===== config.mk =====
export PLATFORM = sky130hd
export DESIGN_NAME = bca_mul
export DESIGN_NICKNAME = d
export VERILOG_FILES = /design/src/bca_pkg.sv /design/src/bca_mul.sv
export SDC_FILE = /design/constraint.sdc
export NUM_CORES = 2
export LEC_CHECK = 0
export ABC_AREA = 1
export ABC_CLOCK_PERIOD_IN_PS = 9100
export BUFFER_PORTS_ARGS = -buffer_cell sky130_fd_sc_hd__buf_2
export CORE_UTILIZATION = 60
export DETAILED_ROUTE_END_ITERATION = 8
export PLACE_DENSITY_LB_ADDON = 0.08
export SYNTH_ARGS = -nofsm -noshare
export SYNTH_HDL_FRONTEND = slang
export SYNTH_SLANG_ARGS = --single-unit

===== constraint.sdc =====
create_clock -name aclk -period 9.1 [get_ports aclk]
set_input_delay 2.275 -clock aclk [delete_from_list [all_inputs] [get_ports aclk]]
set_output_delay 2.275 -clock aclk [all_outputs]
set_load 0.05 [all_outputs]

===== src/bca_pkg.sv =====
`default_nettype none
package bca_pkg;

    typedef struct packed {
        logic [19:0] raw_temp;
        logic [19:0] raw_press;
    } in_item_t;

    typedef struct packed {
        logic signed [31:0] temp_centi;
        logic signed [31:0] press_pa;
        logic signed [31:0] altitude;
        logic signed [31:0] climb_rate;
        logic               in_range;
    } out_item_t;

    // request into a shared arithmetic unit
    typedef struct packed {
        logic        start;
        logic [63:0] op_a;
        logic [63:0] op_b;
    } unit_req_t;

    typedef struct packed {
        logic        done;
        logic [63:0] result;
    } unit_rsp_t;

    localparam int CFG_IDX_W = 3;
    localparam int CFG_DATA_W = 64;

    localparam logic [CFG_IDX_W-1:0] CFG_CAL_A  = 3'd0;
    localparam logic [CFG_IDX_W-1:0] CFG_CAL_B  = 3'd1;
    localparam logic [CFG_IDX_W-1:0] CFG_CAL_C  = 3'd2;
    localparam logic [CFG_IDX_W-1:0] CFG_QNH    = 3'd3;
    localparam logic [CFG_IDX_W-1:0] CFG_OFFSET = 3'd4;

    localparam logic [16:0] QNH_RESET = 17'd101325;
    localparam logic [63:0] TF_BIAS = 64'd128000;
    localparam logic [63:0] RAW_FULL = 64'd1048576;
    localparam logic [63:0] SCALE_3125 = 64'd3125;
    localparam logic signed [31:0] ALT_LOW = -32'sd100000;
    localparam logic signed [31:0] ALT_HIGH = 32'sd1200000;

endpackage
`default_nettype wire


===== src/bca_mul.sv =====
`default_nettype none
// 64x64 multiply modulo 2^64 on one 32x32 multiplier, three partial products
module bca_mul (
    input  wire logic               aclk,
    input  wire logic               aresetn,
    input  wire bca_pkg::unit_req_t req,
    output bca_pkg::unit_rsp_t      rsp
);

    typedef enum logic [2:0] {M_IDLE, M_P0, M_P1, M_P2, M_P3} mstate_t;

    mstate_t     state_reg;
    logic [63:0] a_reg;
    logic [63:0] b_reg;
    logic [63:0] prod_reg;
    logic [63:0] acc_reg;
    logic        done_reg;
    logic [31:0] mul_x;
    logic [31:0] mul_y;
    logic [63:0] mul_out;

    always_comb begin
        case (state_reg)
            M_P1: begin
                mul_x = a_reg[31:0];
                mul_y = b_reg[63:32];
            end
            M_P2: begin
                mul_x = a_reg[63:32];
                mul_y = b_reg[31:0];
            end
            default: begin
                mul_x = a_reg[31:0];
                mul_y = b_reg[31:0];
            end
        endcase
    end

    assign mul_out = {32'd0, mul_x} * {32'd0, mul_y};

    always_ff @(posedge aclk) begin
        if (!aresetn) begin
            state_reg <= M_IDLE;
            done_reg  <= 1'b0;
        end else begin
            done_reg <= 1'b0;
            case (state_reg)
                M_IDLE: begin
                    if (req.start) begin
                        a_reg     <= req.op_a;
                        b_reg     <= req.op_b;
                        state_reg <= M_P0;
                    end
                end
                M_P0: begin
                    prod_reg  <= mul_out;
                    state_reg <= M_P1;
                end
                M_P1: begin
                    acc_reg   <= prod_reg;
                    prod_reg  <= mul_out;
                    state_reg <= M_P2;
                end
                M_P2: begin
                    acc_reg[63:32] <= acc_reg[63:32] + prod_reg[31:0];
                    prod_reg       <= mul_out;
                    state_reg      <= M_P3;
                end
                M_P3: begin
                    acc_reg[63:32] <= acc_reg[63:32] + prod_reg[31:0];
                    done_reg       <= 1'b1;
                    state_reg      <= M_IDLE;
                end
                default: state_reg <= M_IDLE;
            endcase
        end
    end

    assign rsp.done   = done_reg;
    assign rsp.result = acc_reg;

endmodule
`default_nettype wire


Word-level counts from Yosys, hierarchy flattened

Cells that the tools add are included.

Flip-flop bits (word level): 260
Output and inout bits: 65

Add/sub/neg operators: 1
Multipliers: 1
Equal/unequal tests: 5
Multiplexer cells: 6
Reduce and logical (&&, ||, !) cells: 8

Operator list:

| operator                                      | count |
|---|---|
| multiplier 32 x 32 -> 64 bit                  | 1 |
| two-way mux 32 bit                            | 2 |
| case mux 32 bit (2 select lines)              | 1 |
| adder 32 bit                                  | 1 |
| case mux 3 bit (4 select lines)               | 1 |
| == test 3 x 2 -> 1 bit, second input constant | 2 |
| AND reduction 2 bit                           | 3 |
| == test 3 x 1 -> 1 bit, second input constant | 1 |
| == test 3 bit, second input constant          | 1 |
| logical NOT 3 bit                             | 1 |
| two-way mux 3 bit                             | 1 |
| AND reduction 3 bit                           | 1 |
| OR reduction 3 bit                            | 1 |
| inequality test 2 bit, second input constant  | 1 |
| nonzero test 2 bit                            | 1 |
| OR reduction 2 bit                            | 1 |
| two-way mux 1 bit                             | 1 |

Logic depth before layout (Yosys ltp)

Depth in word-level cells: 4
Mapped depth: 39
Mapped depth without buffers: 36

Worst setup path after synthesis

No wires, ideal clock.

Kind: input -> register
Start: input aresetn
End: register a_reg[0], enable pin
Library setup time: 0.616 ns
Arrival: 7.807 ns
Data required time: 8.484 ns
Slack: 0.677 ns
Cell stages on the path: 4
Buffers on the path: 0
Cell sequence: inv_1 nor2_1 inv_1 nor2_1

Cells in the longest elaborated chain, start to end: 1

RTL lines:

| item                          | RTL line      | RTL |
|---|---|---|
| start: declaration            | bca_mul.sv:5  | `input wire logic aresetn,` |
| AND reduction 3 bit (no line) | -             |  |
| end signal: assignment        | bca_mul.sv:50 | `a_reg <= req.op_a;` |
| end: declaration              | bca_mul.sv:13 | `logic [63:0] a_reg;` |

Every way passes these cells.
A chain may end at the register's enable or synchronous reset.

Worst setup path after layout

Start: register state_reg[2]
End: register prod_reg[35] (data pin)

Cells in the longest elaborated chain, start to end: 3
Elaborated cells between the ends (all ways): 5
Those cells by class: mul (1); eq/ne (2); mux (2)

RTL lines:

| item                           | RTL line      | RTL |
|---|---|---|
| start: declaration             | bca_mul.sv:12 | `mstate_t state_reg;` |
| start signal: assignment       | bca_mul.sv:43 | `state_reg <= M_IDLE;` |
| start signal: assignment       | bca_mul.sv:52 | `state_reg <= M_P0;` |
| start signal: assignment       | bca_mul.sv:57 | `state_reg <= M_P1;` |
| == test 3 x 2 -> 1 bit         | bca_mul.sv:23 | `case (state_reg)` |
| two-way mux 32 bit             | bca_mul.sv:23 |  |
| multiplier 32 x 32 -> 64 bit * | bca_mul.sv:39 | `assign mul_out = {32'd0, mul_x} * {32'd0, mul_y};` |
| via mul_out[35]                | bca_mul.sv:20 | `logic [63:0] mul_out;` |
| end signal: assignment         | bca_mul.sv:56 | `prod_reg <= mul_out;` |
| end signal: assignment         | bca_mul.sv:61 | `prod_reg <= mul_out;` |
| end signal: assignment         | bca_mul.sv:66 | `prod_reg <= mul_out;` |
| end: declaration               | bca_mul.sv:15 | `logic [63:0] prod_reg;` |

The timed path passes the listed nets; every way through them passes the cells marked *.

==> out/metrics.yaml <==
synth_cells: 5478
avgSynthCellArea_sq_um: 8.38
fmax_mhz: 114
cts_sinks: 260
cts_root_buffer: "clkbuf_16"
antenna_found_initial: 4
hold_buffers: 0
row_count: 101
start_util: 0.605
dieArea_sq_um: 77600
cp_data_required_time_ps: 9520
wl_per_cell_um: 22.4
ys_warn_count: 0
ios: 196
first_global_vias: 37900
fin_tns_setup_ps: 0
grt.total_usage: 0.396
yosys-top-cells-area: "fa_1, edfxtp_1, nand2_1"
drive_gt1_frac: 0.0864
fin_area_sq_um: 49300
synth_top_cell_area_share: 0.391
placed_area_sq_um: 48300
grt_max_degree: 79
final_cell_mix: "nand2_1, inv_1, fa_1"
clock_path_buffers: 3
diodes: 0
worst_slack_ps: 298
cts_setup_buffers: 0
finalSetupViolCount: 0
final_common_cell: "nand2_1"
final.min_clock_period_ps: 8800
die_height_um: 279
critical_path_class: "flop to flop"
cts_max_level: 1
area_growth_pct: 7.40
gp_routability_congestion: 1.03
cp_data_arrival_time_ps: 9220
ant_nets: 0
wl_um: 149000
numPortBuffers: 195
cpPeakStageDelay_ps: 570
synth_seq_area_share: 0.169
yosysTopAreaCell: "fa_1"
via_per_inst: 5.47
syn_area_sq_um: 45900
slew_headroom: 0.347
coreArea_sq_um: 75800
final_nets: 6995
reg2reg_depth: 29
cts.clk_slew.worst_paths_ps: 60
timing.hold.ws_ps: 471
clk_latency_ps: 650
endpoint_kind: "flop"
cts_resized: 0
crit_fanout: 31
cts_tree: "yes"
ys_types: 33
status: "complete, no violations"
firstDrtPassIters: 6
fin_skew_ps: 50.9
numCtsBuffers: 30
ys_ff_latch: 260
crit_slowest_cell: "o21ai_4"
min_path_type: "flop to flop"
hold_violations: 0
drv_cap: 0
pre_cts_ws_ps: 519
drc: 0
fp.dieW_um: 279
gr-total-overflow: 0
final_max_slew_viol_count: 0
hold_depth: 1
crit_top_cell: "fa_1"
rsz0062_at_grt: "false"
startpoint_type: "flop"
vias: 36500
grt_pass1_wl_um: 225000
synth_nets: 6800
dp_hpwl_um: 124000
post-route-period-util: 0.967
first_iter_violations: 3308
worst_pin_slew_ps: 977
-- stage by stage --
stage | utilization | instances
3_3_place_gp | 0.637 | 6619
6_report | 0.650 | 6672
2_1_floorplan | - | 5478
4_1_cts | 0.650 | 6672
3_5_place_dp | 0.637 | 6619
5_1_grt | 0.650 | 6672
-- final cells by class --
type,count,area [sq um]
Clock buffer,31,754
Clock inverter,22,263
Fill cell,6606,26500
Inverter,1394,5230
Multi-Input combinational cell,3653,32000
Sequential cell,260,7770
Tap cell,978,1220
Timing Repair Buffer,334,2070
-- final timing paths --
path	end	slack (ps)	startpoint
setup / recovery	prod_reg[35]$_DFFE_PP_	300	state_reg[2]$_SDFFE_PN0P_
hold / removal	state_reg[0]$_SDFFE_PN0P_	470	state_reg[0]$_SDFFE_PN0P_
hold reg to reg	state_reg[0]$_SDFFE_PN0P_	470	state_reg[0]$_SDFFE_PN0P_
setup reg to reg	prod_reg[35]$_DFFE_PP_	300	state_reg[2]$_SDFFE_PN0P_
-- synthesized netlist by cell type --
library cell  number
nor2_2             1
inv_1           1350
inv_2             44
buf_4             15
clkbuf_1          21
o21ai_4           21
o21ai_0            3
xnor2_1            3
nor2_1           727
buf_8              1
or2_2              1
dfxtp_1            4
and2_1             2
xor2_1            48
o21bai_1          13
a21oi_1           60
nand3_1           92
nor3b_1            1
a31oi_1            3
o21ai_1           15
edfxtp_1         256
nand2_2            2
fa_1             897
a21o_1             1
nand4_1           19
buf_2            111
buf_1              5
buf_6             18
o21ai_2           29
nor4_1             1
nor3_1            23
nand2_1         1397
ha_1             294
-- routing by layer --
layer  vias to the layer above  wire length (um)  track usage
met3                       460             15100       0.0767
met4                         2             10000        0.210
met2                      1937             67600        0.626
met1                     17900             56400        0.520
met5                         -                13            0
li1                      16200                 -            -
-- critical path: cells and delay by family (launching register included) --
family                   cells  cell delay [ps]
XOR/XNOR                     1              370
adder cells (fa/ha/maj)      9             4450
AND/OR/NAND/NOR              9             1620
AO/OA/AOI/OAI                1              570
buffers and inverters        9             1120
flip-flops                   1              340
-- logic make-up after synthesis --
| family | after synthesis | share of synthesized area |
|---|---|---|
| simple gates | 2266 | 0.190 |
| flops | 260 | 0.169 |
| xor+xnor | 51 | 0.00973 |
| buf+inv | 1565 | 0.135 |
| fa+ha+maj | 1191 | 0.471 |
| compound gates | 145 | 0.0242 |
Power is left out: the tool's default activity adds up to more than one toggle a clock period on the data nets, which glitch-free logic cannot reach.
